--- src/hw/rtl/fbpa_pkg.sv ---
// ----------------------------------------------------------------------------
// fbpa_pkg: shared definitions for the framebuffer pixel access unit
// Register indexes, reset values, access codes and color conversion helpers.
// ----------------------------------------------------------------------------
package fbpa_pkg;

  // Configuration register indexes
  localparam logic [2:0] REG_BASE_ADDRESS   = 3'd0;
  localparam logic [2:0] REG_SCREEN_WIDTH   = 3'd1;
  localparam logic [2:0] REG_SCREEN_HEIGHT  = 3'd2;
  localparam logic [2:0] REG_LINE_PITCH     = 3'd3;
  localparam logic [2:0] REG_BITS_PER_PIXEL = 3'd4;
  localparam logic [2:0] REG_RED_FIRST      = 3'd5;

  // Register reset values
  localparam logic [31:0] RST_BASE_ADDRESS   = 32'd0;
  localparam logic [13:0] RST_SCREEN_WIDTH   = 14'd1024;
  localparam logic [13:0] RST_SCREEN_HEIGHT  = 14'd768;
  localparam logic [15:0] RST_LINE_PITCH     = 16'd2048;
  localparam logic [5:0]  RST_BITS_PER_PIXEL = 6'd16;
  localparam logic        RST_RED_FIRST      = 1'b1;

  // Access codes
  localparam logic [1:0] FUNC_WRITE      = 2'd0;
  localparam logic [1:0] FUNC_READ_REQ   = 2'd1;
  localparam logic [1:0] FUNC_READ_RET   = 2'd2;
  localparam logic [1:0] FUNC_UNUSED     = 2'd3;

  // Supported depths and their byte counts
  localparam logic [5:0] BPP_16 = 6'd16;
  localparam logic [5:0] BPP_24 = 6'd24;
  localparam logic [5:0] BPP_32 = 6'd32;
  localparam logic [2:0] BYTES_NONE = 3'd0;
  localparam logic [2:0] BYTES_16   = 3'd2;
  localparam logic [2:0] BYTES_24   = 3'd3;
  localparam logic [2:0] BYTES_32   = 3'd4;

  localparam logic [7:0] ALPHA_OPAQUE = 8'hFF;

  // Expand a 5-bit channel to 8 bits: (v*527+23)>>6
  function automatic logic [7:0] expand5(input logic [4:0] v);
    logic [14:0] p;
    begin
      p = 15'({10'd0, v} * 15'd527) + 15'd23;
      expand5 = p[13:6];
    end
  endfunction

  // Expand a 6-bit channel to 8 bits: (v*259+33)>>6
  function automatic logic [7:0] expand6(input logic [5:0] v);
    logic [14:0] p;
    begin
      p = 15'({9'd0, v} * 15'd259) + 15'd33;
      expand6 = p[13:6];
    end
  endfunction

  // Reduce 8 bits to 5: (v*31+127)/255, divide by reciprocal with correction
  function automatic logic [4:0] reduce5(input logic [7:0] v);
    logic [15:0] n;
    logic [15:0] q;
    begin
      n = 16'({8'd0, v} * 16'd31) + 16'd127;
      q = n + (n >> 8) + 16'd1;
      reduce5 = q[12:8];
    end
  endfunction

  // Reduce 8 bits to 6: (v*63+127)/255
  function automatic logic [5:0] reduce6(input logic [7:0] v);
    logic [15:0] n;
    logic [15:0] q;
    begin
      n = 16'({8'd0, v} * 16'd63) + 16'd127;
      q = n + (n >> 8) + 16'd1;
      reduce6 = q[13:8];
    end
  endfunction

endpackage

--- src/hw/rtl/framebuffer_pixel_access_unit.sv ---
// ----------------------------------------------------------------------------
// framebuffer_pixel_access_unit
// Clips a pixel access, forms its byte address and converts RGB565 colors
// to and from the native 16, 24 or 32 bpp pixel word.
// ----------------------------------------------------------------------------
// One request enters per clock while in_ready is high and moves through the
// stages (clip and depth decode, then the line multiply and color conversion,
// then the address add into the output register). Each stage holds its own
// valid bit and loads when it is empty or its successor moves, so a stalled
// output keeps the pipe filling until all three stages hold a request. The
// configuration port always takes writes (cfg_ready is tied high); write it
// only while no request is in flight.
module framebuffer_pixel_access_unit (
  input  logic        clk,
  input  logic        rst,
  // configuration writes
  input  logic        cfg_valid,
  output logic        cfg_ready,
  input  logic [2:0]  cfg_index,
  input  logic [31:0] cfg_data,
  // pixel requests
  input  logic        in_valid,
  output logic        in_ready,
  input  logic [1:0]  func,
  input  logic [15:0] x_pos,
  input  logic [15:0] y_pos,
  input  logic [15:0] color_in,
  input  logic [31:0] fetched_word,
  // results
  output logic        out_valid,
  input  logic        out_ready,
  output logic        hit,
  output logic [31:0] byte_address,
  output logic [31:0] write_data,
  output logic [2:0]  byte_count,
  output logic [15:0] color_out
);

  // Configuration registers
  logic [31:0] base_address;
  logic [13:0] screen_width;
  logic [13:0] screen_height;
  logic [15:0] line_pitch;
  logic [5:0]  bits_per_pixel;
  logic        red_first;

  assign cfg_ready = 1'b1;

  // Write the addressed register; other indexes are dropped
  always_ff @(posedge clk) begin
    if (rst) begin
      base_address   <= fbpa_pkg::RST_BASE_ADDRESS;
      screen_width   <= fbpa_pkg::RST_SCREEN_WIDTH;
      screen_height  <= fbpa_pkg::RST_SCREEN_HEIGHT;
      line_pitch     <= fbpa_pkg::RST_LINE_PITCH;
      bits_per_pixel <= fbpa_pkg::RST_BITS_PER_PIXEL;
      red_first      <= fbpa_pkg::RST_RED_FIRST;
    end else if (cfg_valid && cfg_ready) begin
      case (cfg_index)
        fbpa_pkg::REG_BASE_ADDRESS:   base_address   <= cfg_data;
        fbpa_pkg::REG_SCREEN_WIDTH:   screen_width   <= cfg_data[13:0];
        fbpa_pkg::REG_SCREEN_HEIGHT:  screen_height  <= cfg_data[13:0];
        fbpa_pkg::REG_LINE_PITCH:     line_pitch     <= cfg_data[15:0];
        fbpa_pkg::REG_BITS_PER_PIXEL: bits_per_pixel <= cfg_data[5:0];
        fbpa_pkg::REG_RED_FIRST:      red_first      <= cfg_data[0];
        default: ;
      endcase
    end
  end

  // Stage load enables: a stage loads when empty or when its successor loads
  logic s1_valid, s2_valid;
  logic out_load, s2_load, s1_load;

  assign out_load = !out_valid || out_ready;
  assign s2_load  = !s2_valid || out_load;
  assign s1_load  = !s1_valid || s2_load;
  assign in_ready = s1_load;

  // ---------------- Stage 1: depth decode and clipping ----------------
  logic [2:0] s1_bytes_next;
  logic       s1_hit_next;

  always_comb begin
    case (bits_per_pixel)
      fbpa_pkg::BPP_16: s1_bytes_next = fbpa_pkg::BYTES_16;
      fbpa_pkg::BPP_24: s1_bytes_next = fbpa_pkg::BYTES_24;
      fbpa_pkg::BPP_32: s1_bytes_next = fbpa_pkg::BYTES_32;
      default:          s1_bytes_next = fbpa_pkg::BYTES_NONE;
    endcase
    s1_hit_next = (s1_bytes_next != fbpa_pkg::BYTES_NONE) &&
                  (func != fbpa_pkg::FUNC_UNUSED) &&
                  !x_pos[15] && !y_pos[15] &&
                  (x_pos[14:0] < {1'b0, screen_width}) &&
                  (y_pos[14:0] < {1'b0, screen_height});
  end

  logic        s1_hit;
  logic [2:0]  s1_bytes;
  logic [1:0]  s1_func;
  logic [14:0] s1_x;
  logic [14:0] s1_y;
  logic [15:0] s1_color;
  logic [23:0] s1_fetched;

  always_ff @(posedge clk) begin
    if (rst) begin
      s1_valid <= 1'b0;
    end else if (s1_load) begin
      s1_valid <= in_valid;
    end
  end

  // Hold payload while stalled
  always_ff @(posedge clk) begin
    if (s1_load) begin
      s1_hit     <= s1_hit_next;
      s1_bytes   <= s1_bytes_next;
      s1_func    <= func;
      s1_x       <= x_pos[14:0];
      s1_y       <= y_pos[14:0];
      s1_color   <= color_in;
      s1_fetched <= fetched_word[23:0];
    end
  end

  // ---------------- Stage 2: line multiply and color conversion ----------------
  logic [30:0] s2_yprod_next;
  logic [16:0] s2_xoff_next;
  logic [7:0]  exp_r, exp_g, exp_b;
  logic [23:0] native;
  logic [7:0]  ret_r, ret_b;
  logic [15:0] rgb565;
  logic [31:0] s2_wdata_next;
  logic [15:0] s2_cout_next;

  always_comb begin
    s2_yprod_next = 31'({16'd0, s1_y} * {15'd0, line_pitch});
    case (s1_bytes)
      fbpa_pkg::BYTES_16: s2_xoff_next = {1'b0, s1_x, 1'b0};
      fbpa_pkg::BYTES_24: s2_xoff_next = {1'b0, s1_x, 1'b0} + {2'b0, s1_x};
      fbpa_pkg::BYTES_32: s2_xoff_next = {s1_x, 2'b0};
      default:            s2_xoff_next = '0;
    endcase

    // Expand RGB565 to the native byte order
    exp_r  = fbpa_pkg::expand5(s1_color[15:11]);
    exp_g  = fbpa_pkg::expand6(s1_color[10:5]);
    exp_b  = fbpa_pkg::expand5(s1_color[4:0]);
    native = red_first ? {exp_b, exp_g, exp_r} : {exp_r, exp_g, exp_b};

    // Reduce the fetched native word to RGB565
    ret_r  = red_first ? s1_fetched[7:0]   : s1_fetched[23:16];
    ret_b  = red_first ? s1_fetched[23:16] : s1_fetched[7:0];
    rgb565 = {fbpa_pkg::reduce5(ret_r), fbpa_pkg::reduce6(s1_fetched[15:8]),
              fbpa_pkg::reduce5(ret_b)};

    s2_wdata_next = '0;
    s2_cout_next  = '0;
    if (s1_func == fbpa_pkg::FUNC_WRITE) begin
      case (s1_bytes)
        fbpa_pkg::BYTES_16: s2_wdata_next = {16'd0, s1_color};
        fbpa_pkg::BYTES_24: s2_wdata_next = {8'd0, native};
        fbpa_pkg::BYTES_32: s2_wdata_next = {fbpa_pkg::ALPHA_OPAQUE, native};
        default:            s2_wdata_next = '0;
      endcase
    end else if (s1_func == fbpa_pkg::FUNC_READ_RET) begin
      s2_cout_next = (s1_bytes == fbpa_pkg::BYTES_16) ? s1_fetched[15:0] : rgb565;
    end
  end

  logic        s2_hit;
  logic [2:0]  s2_bytes;
  logic [30:0] s2_yprod;
  logic [16:0] s2_xoff;
  logic [31:0] s2_wdata;
  logic [15:0] s2_cout;

  always_ff @(posedge clk) begin
    if (rst) begin
      s2_valid <= 1'b0;
    end else if (s2_load) begin
      s2_valid <= s1_valid;
    end
  end

  always_ff @(posedge clk) begin
    if (s2_load) begin
      s2_hit   <= s1_hit;
      s2_bytes <= s1_bytes;
      s2_yprod <= s2_yprod_next;
      s2_xoff  <= s2_xoff_next;
      s2_wdata <= s2_wdata_next;
      s2_cout  <= s2_cout_next;
    end
  end

  // ---------------- Stage 3: address add, zero on miss ----------------
  logic [31:0] addr_next;

  assign addr_next = base_address + {1'b0, s2_yprod} + {15'd0, s2_xoff};

  always_ff @(posedge clk) begin
    if (rst) begin
      out_valid <= 1'b0;
    end else if (out_load) begin
      out_valid <= s2_valid;
    end
  end

  always_ff @(posedge clk) begin
    if (out_load) begin
      hit          <= s2_hit;
      byte_address <= s2_hit ? addr_next : '0;
      write_data   <= s2_hit ? s2_wdata  : '0;
      byte_count   <= s2_hit ? s2_bytes  : fbpa_pkg::BYTES_NONE;
      color_out    <= s2_hit ? s2_cout   : '0;
    end
  end

  // ---------------- Assertions ----------------
  a_miss_zero: assert property (@(posedge clk) disable iff (rst)
    out_valid && !hit |-> byte_address == '0 && write_data == '0 &&
                          byte_count == fbpa_pkg::BYTES_NONE && color_out == '0)
    else $error("miss result carries nonzero fields");

  a_hit_bytes: assert property (@(posedge clk) disable iff (rst)
    out_valid && hit |-> byte_count == fbpa_pkg::BYTES_16 ||
                         byte_count == fbpa_pkg::BYTES_24 ||
                         byte_count == fbpa_pkg::BYTES_32)
    else $error("hit result with unsupported byte count");

  a_full_stall: assert property (@(posedge clk) disable iff (rst)
    !in_ready |-> s1_valid && s2_valid && out_valid && !out_ready)
    else $error("input stalled while pipeline has room");

  a_reset_empty: assert property (@(posedge clk)
    rst |=> !out_valid && !s1_valid && !s2_valid)
    else $error("pipeline not empty after reset");

endmodule

--- config.mk ---
export PLATFORM = sky130hd
export DESIGN_NAME = framebuffer_pixel_access_unit
export DESIGN_NICKNAME = d
export VERILOG_FILES = /design/src/hw/rtl/fbpa_pkg.sv /design/src/hw/rtl/framebuffer_pixel_access_unit.sv
export SDC_FILE = /design/constraint.sdc
export NUM_CORES = 1
export LEC_CHECK = 0
export BUFFER_PORTS_ARGS = -buffer_cell sky130_fd_sc_hd__buf_4
export CORE_AREA = 2 2 236 238
export CTS_CLUSTER_SIZE = 30
export DETAILED_ROUTE_END_ITERATION = 12
export DIE_AREA = 0 0 238 240
export PLACE_DENSITY = 0.74
export SETUP_SLACK_MARGIN = 0.5
export SLEW_MARGIN = 20
export SYNTH_ARGS = -nofsm -noshare
export SYNTH_HDL_FRONTEND = slang
export SYNTH_SLANG_ARGS = --single-unit
--- constraint.sdc ---
create_clock -name clk -period 7.2 [get_ports clk]
set_input_delay 0.72 -clock clk [delete_from_list [all_inputs] [get_ports clk]]
set_output_delay 0.72 -clock clk [all_outputs]
set_load 0.03 [all_outputs]
==> results of run 1 <==
[state kept, by name, summed over array words and instances (netlist names), 14 cells and up]
name           count
base_address      32
byte_address      32
s2_yprod          31
s2_wdata          25
write_data        25
s1_fetched        24
s2_xoff           17
color_out         16
line_pitch        16
s1_color          16
s2_cout           16
s1_x              15
s1_y              15
screen_height     14
screen_width      14
[through the flow]
stage / setup WS [ns] / cells / instance area, um2 / hold WS, ns / util, %
finish: 0.730 / 3837 / 33000 / 0.326 / 60.3
global route: 0.427 / 3836 / 33000 / 0.311 / 60.3
CTS: 0.414 / 3823 / 32800 / 0.306 / 60.0
detailed placement: 0.206 / 3735 / 31400 / 0.411 / 57.5
global placement: 0.328 / 3735 / 31400 / 0.406 / 57.5
floorplan: 0.569 / 2897 / 29200 / 0.400 / -
[routing by layer]
layer / share of wire [%] / up-vias / routed length (um)
li1: - / 10050 / -
met1: 41 / 10422 / 29300
met2: 48 / 704 / 34600
met3: 7.9 / 139 / 5660
met4: 3.1 / 4 / 2250
met5: 0.040 / - / 29
[worst min path at each step]
stage | from | endpoint | slack (ns)
2_1_floorplan | s1_hit$_DFFE_PP_ | s2_hit$_DFFE_PP_ | 0.40
5_1_grt | color_in[10] | s1_color[10]$_DFFE_PP_ | 0.31
3_3_place_gp | s1_hit$_DFFE_PP_ | s2_hit$_DFFE_PP_ | 0.41
4_1_cts | color_in[8] | s1_color[8]$_DFFE_PP_ | 0.31
3_5_place_dp | s1_hit$_DFFE_PP_ | s2_hit$_DFFE_PP_ | 0.41
6_report | fetched_word[8] | s1_fetched[8]$_DFFE_PP_ | 0.33
[final cells by class]
cell class	count	area, um2
multi-input cells	2049	18200
inverters	422	1590
flip-flops and latches	332	9130
clock inverters	19	144
fillers	4518	21700
diodes	5	12.5
well taps	704	881
repair buffers	255	1920
clock buffers	51	1080
[power groups by stage]
stage               Sequential (uW)  Clock [uW]  Combinational [uW]
detailed placement             2320           0                3420
floorplan                      2290           0                2620
CTS                            2270        1940                3490
finish                         2270        1900                3560
global route                   2280        2010                4000
global placement               2310           0                3320
[cell families after synthesis]
logic type | count (synthesis)
simple gates | 820
fa+ha+maj | 605
buf+inv | 516
compound gates | 463
flops | 332
xor+xnor | 121
mux | 39
other cells | 1
[worst max-delay path, stage by stage, from the launching register on]
cell       delay (ns)
edfxtp_1         0.59
and2_1           0.27
fa_1             0.51
inv_1            0.06
fa_1             0.53
inv_1            0.05
fa_1             0.50
fa_1             0.44
fa_1             0.51
inv_1            0.05
fa_1             0.48
inv_1            0.04
ha_1             0.34
and4_1           0.29
nand3_2          0.18
a2111oi_4        0.27
nor3b_2          0.11
a31o_2           0.28
o31ai_2          0.32
or4_1            0.16
a31oi_1          0.09
xnor2_1          0.13
[what timing repair did]
item	4_1_cts	5_1_grt
pin swaps	0	1
gates resized for setup	11	26
endpoints found under the setup margin	12	22
buffers inserted	18	9
[layout by cell type, fill, tap and decap left out, types with 12 or more instances in the layout]
| cell | count |
|---|---|
| inv_1 | 420 |
| ha_1 | 333 |
| nand2_1 | 313 |
| fa_1 | 271 |
| buf_4 | 253 |
| edfxtp_1 | 246 |
| and2_1 | 211 |
| a21oi_1 | 173 |
| nor2_1 | 110 |
| o21ai_0 | 75 |
| dfxtp_1 | 75 |
| xnor2_1 | 72 |
| a21o_1 | 47 |
| xor2_1 | 46 |
| clkbuf_16 | 41 |
| nand2b_1 | 39 |
| mux2i_1 | 33 |
| nor2b_1 | 25 |
| nand3_1 | 23 |
| nor3_1 | 22 |
| a211oi_1 | 19 |
| nand4_1 | 19 |
| o21a_1 | 17 |
| o21bai_1 | 16 |
| o211ai_1 | 12 |
==> metrics.cfg, run 1 <==
[floorplanning]
die_x_um = 238
num_rows = 86
die-area_um2 = 57100
core_um2 = 54700
die_h_um = 240
start_util_pct = 53.4
ioPinCount = 209

[yosys]
synth-compound-area-share_pct = 10.1
ys.flop_type = edfxtp_1
synthSimpleGateAreaFrac_pct = 13.9
synth_commonest_cells = inv_1, ha_1, nand2_1
synthMostInstantiatedCell = inv_1
synth_fa_ha_area_share_pct = 32.9
ys_warn_count = 0
synth-xor-area-share_pct = 3.70
synth_seq_area_share_pct = 31.2
synth_async_sr_flop_share_pct = 0
synth.area.mux_share_pct = 1.35
synth_top_cell_by_area = edfxtp_1
synthCells = 2897
yosys_register_bits = 332
synth_top_area_share_pct = 25.3
synth_edf_count = 246
synth.distinct_cells = 76
synth_top_family_by_area = adder cells
avgSynthCellArea_um2 = 10.1
synth_nets = 3623
yosys-top-cells-area = edfxtp_1, fa_1, ha_1, dfxtp_1, inv_1
netlist_area_um2 = 29200

[clocking]
htreeDepth = 2
clk_latency_ns = 0.56
numCtsBuffers = 38
cts_sinks = 332
cts_hold_repair.buffers = 0
clk_pin_slew_worst_paths_ns = 0.07
clockBufferDepth = 3
cts_tree = done
clock_tree.root_cell = clkbuf_16

[global_routing]
use_met1_pct = 32.6
grt_max_degree = 83
busiest_layer = met2
antenna_found_initial = 6
grt_pass1_wl_um = 116000
grt_pass1_vias = 22274
grt_usage_pct = 25.8
use_met2_pct = 44.3
grt-ovfl-total = 0
met3_usage_pct = 5.33

[power_and_ir_drop]
clkPwrFrac_pct = 24.6
total_power_uw = 7720
p_leak_uw = 0.0157
max-vdd-ir-drop_uv = 275
intPower_uw = 4730
comb_power_share_pct = 46.1
sw_frac_of_total_pct = 38.8
p_per_area_nw_per_um2 = 234
p_sw_uw = 3000
p_seq_share_pct = 29.3

[setup_path]
reg2reg_depth = 21
critPathKind = reg -> reg
crit_start = s1_y[10]$_DFFE_PP_
cp.required_ns = 7.51
crit_arrival_ns = 6.78
cp-end-kind = flip-flop
regToRegStartpoint = s1_y[10]$_DFFE_PP_
start_kind = flip-flop
critical_path.endpoint = s2_yprod[30]$_DFFE_PP_
r2r_setup_slack_ns = 0.73
cp_max_fo = 9
reg2reg_to = s2_yprod[30]$_DFFE_PP_

[timing]
drv_slew = 0
min_period_over_period_pct = 89.9
slew_headroom_pct = 28.2
hold_viol = 0
fin_crit_ns = 6.47
setup_violations = 0
fmaxAchievable_ghz = 0.155
fin_worst_skew_ns = 0.0241
rsz0062_at_grt = true
finalSetupTns_ns = 0
worst_pin_slew_ns = 1.08

[drt]
drc = 0
drtPass1Iterations = 7
dr.first_iter.drc_count = 1338
wirelength_um = 71800
avgViaCountPerCell = 5.56
wl_per_cell_um = 18.7
num_vias = 21319
antenna_left = 0

[hold_path]
min_path_cells = 1
min_path_type = in -> reg

[cells_and_area]
syn_to_final_growth_pct = 13.0
nets = 3824
drive_above_1_share_pct = 11.8

[outcome]
status = finished clean

[placed_design]
routabilityCongestion = 0.906
port_buffers = 199
hpwl_um = 56500

[job]
drv_cap = 0

No activity file was read; power rests on OpenSTA's default activity.
==> run 2, diff against run 1 <==
- ABC_AREA: default -> 1
- CORE_AREA: 2 2 236 238 -> 2 2 239 241
- DIE_AREA: 0 0 238 240 -> 0 0 241 243
==> run 2 against run 1 <==
  * Power is 13% higher
  * First-iteration DRC count grew 9.4%
  * Die area is 2.5% higher
  * Global-route usage fell by 1.2 points
  * Clock skew fell by 0.0050 ns
  * Setup slack better by 0.089 ns
  * Via count rose by 7.5%
  * Critical path depth fell by 1
  * Flip-flop and latch count unchanged
  * Non-clock buffer count decreased by 38
  * Maximum frequency up 1.4%
  * Largest cell class unchanged
==> metrics.cfg, run 2 <==
[yosys]
synth_top_area_share_pct = 24.6  ; -0.69 points
ys_warn_count = 0  ; unchanged
synth_top_cell_by_area = edfxtp_1
netlist_area_um2 = 30000  ; +2.8%
yosys-top-cells-area = edfxtp_1, fa_1, ha_1, inv_1, nand2_1
synthCells = 3481  ; +20%
synth_commonest_cells = inv_1, nand2_1, ha_1
synth_edf_count = 246  ; unchanged
yosys_register_bits = 332  ; unchanged
synth.distinct_cells = 58  ; -24%
synth_async_sr_flop_share_pct = 0  ; unchanged
ys.flop_type = edfxtp_1
avgSynthCellArea_um2 = 8.62  ; -14%
synth_nets = 4207  ; +16%
synth_seq_area_share_pct = 30.4  ; -0.85 points
synthMostInstantiatedCell = inv_1

[clocking]
clock_tree.root_cell = clkbuf_16
clk_pin_slew_worst_paths_ns = 0.06  ; about the same
cts_hold_repair.buffers = 0  ; unchanged
cts_sinks = 332  ; unchanged
post_cts_resized = 0  ; -11
clockBufferDepth = 3  ; unchanged
cts_tree = done
clk_latency_ns = 0.56  ; about the same
htreeDepth = 2  ; unchanged
post_cts_buffers = 0  ; -18
numCtsBuffers = 40  ; +5.3%

[global_routing]
antenna_found_initial = 5  ; -1
grt_max_degree = 84  ; +1.2%
grt-ovfl-total = 0  ; unchanged
grt_pass1_wl_um = 114000  ; -1.4%
grt_usage_pct = 24.5  ; -1.2 points
grt_pass1_vias = 22668  ; +1.8%

[drt]
wl_per_cell_um = 15.8  ; -15%
drc = 0  ; unchanged
avgViaCountPerCell = 5.17  ; -7.0%
dr.first_iter.drc_count = 1464  ; +9.4%
antenna_left = 0  ; unchanged
num_vias = 22919  ; +7.5%
wirelength_um = 70200  ; -2.3%
drtPass1Iterations = 8  ; +1

[setup_path]
crit_path_top_delay_cell = edfxtp_1
r2r_setup_slack_ns = 0.82  ; +0.09 ns
crit_start = s1_y[6]$_DFFE_PP_
cp-end-kind = flip-flop
critPathKind = reg -> reg
cp.required_ns = 7.51  ; about the same
crit_chain = nand2_1, fa_1, fa_1, fa_1, inv_1, fa_1, fa_1, inv_1, fa_1, inv_1, ha_1, a21oi_1, inv_1, o21ai_0, o211ai_1, a21oi_1, inv_1, a21oi_1, o21ai_0, xor2_1
slowest_delay_ns = 0.88  ; +0.29 ns
reg2reg_to = s2_yprod[30]$_DFFE_PP_
reg2reg_depth = 20  ; -4.8%
crit_arrival_ns = 6.69  ; -0.09 ns
cp_max_fo = 16  ; +7
critical-path-top-delay-family = adder cells
start_kind = flip-flop
cp_common_cell = fa_1
worst-path-buf-inv = 5  ; +1
regToRegStartpoint = s1_y[6]$_DFFE_PP_

[job]
drv_cap = 0  ; unchanged

[cells_and_area]
top_regs = base_address x32, byte_address x32, s2_yprod x31
nets = 4368  ; +14%
register_area_um2 = 9110  ; -0.16%
multi_input_area_um2 = 17500  ; -4.3%
mostFrequentLayoutCells = inv_1, nand2_1, ha_1
fillers = 4875  ; +7.9%
drive_above_1_share_pct = 9.39  ; -2.4 points
syn_to_final_growth_pct = 12.0
layout_commonest_cell = inv_1

[floorplanning]
die-area_um2 = 58600  ; +2.5%
ioPinCount = 209  ; unchanged
start_util_pct = 53.6  ; +0.23 points
num_rows = 87  ; +1.2%
die_h_um = 243  ; +1.3%
core_um2 = 56000  ; +2.4%
die_x_um = 241  ; +1.3%

[timing]
fin_crit_ns = 6.38  ; -0.0887 ns
min_period_over_period_pct = 88.6  ; -1.2 points
worst_pin_slew_ns = 0.966  ; -0.111 ns
slew_headroom_pct = 34.9  ; +6.8 points
hold_slack_ns = 0.327  ; +0.00160 ns
rsz0062_at_grt = false
drv_slew = 0  ; unchanged
setup_violations = 0  ; unchanged
fmaxAchievable_ghz = 0.157  ; +1.4%
finalSetupTns_ns = 0  ; unchanged
hold_viol = 0  ; unchanged
fin_worst_skew_ns = 0.0191  ; -0.00498 ns

[placed_design]
routabilityCongestion = 0.921  ; +1.6%
hpwl_um = 54800  ; -2.9%
port_buffers = 199  ; unchanged

[power_and_ir_drop]
p_leak_uw = 0.0183  ; +17%
p_per_area_nw_per_um2 = 259  ; +11%
max-vdd-ir-drop_uv = 310  ; +13%

[hold_path]
min_path_type = in -> reg
hold_start = color_in[0]
min_path_cells = 1  ; unchanged
hold_end = s1_color[0]$_DFFE_PP_

[outcome]
status = finished clean

## run 2: report_power, final
group | total (uW) | switching [uW] | internal, uW | leakage (uW)
registers | 2330 | 116 | 2220 | 0.00352
logic | 4300 | 2720 | 1570 | 0.0141
clock network | 2070 | 840 | 1230 | 0.000659
## run 2: area by class of cell
cell class / instances / area share, %
multi-input combinational: 2235 / 51.9
sequential: 332 / 27.1
inverter: 816 / 9.13
timing repair buffer: 217 / 4.85
clock buffer: 56 / 3.62
tap: 756 / 2.82
clock inverter: 18 / 0.477
antenna: 6 / 0.0447
## run 2: per-layer routing
metal / global-route usage, % / up-vias / part of all wire, %
met1: 33.2 / 10831 / 44
met2: 39.8 / 686 / 46
met4: 7.61 / 0 / 2.7
met3: 4.82 / 123 / 7.4
li1: - / 11279 / -
met5: 0 / - / 0
## run 2: worst max-delay path by stage
stage	endpoint	slack (ns)	cells after the start
6_report	s2_yprod[30]$_DFFE_PP_	0.82	20
5_1_grt	s2_yprod[26]$_DFFE_PP_	0.55	21
4_1_cts	s2_yprod[26]$_DFFE_PP_	0.90	21
3_5_place_dp	s2_yprod[30]$_DFFE_PP_	0.89	20
3_3_place_gp	s2_yprod[30]$_DFFE_PP_	1.04	20
2_1_floorplan	s2_yprod[30]$_DFFE_PP_	1.46	24
## run 2: logic make-up after synthesis
| group | synth area share (%) |
|---|---|
| AO/OA/AOI/OAI | 9.40 |
| XOR/XNOR | 2.30 |
| adder cells (fa/ha/maj) | 32.0 |
| buffers and inverters | 11.5 |
| flip-flops | 30.4 |
| other | 0.0125 |
| AND/OR/NAND/NOR | 14.4 |
## run 2: metrics by stage
stage / util, % / std cells / power [uW] / setup WS, ns / area, um2
4_1_cts: 60.0 / 4430 / 8720 / 0.896 / 33600
3_5_place_dp: 57.6 / 4356 / 6610 / 0.889 / 32200
6_report: 60.1 / 4436 / 8700 / 0.819 / 33600
3_3_place_gp: 57.6 / 4356 / 6530 / 1.04 / 32200
5_1_grt: 60.0 / 4435 / 9480 / 0.549 / 33600
2_1_floorplan: - / 3481 / 5640 / 1.46 / 30000
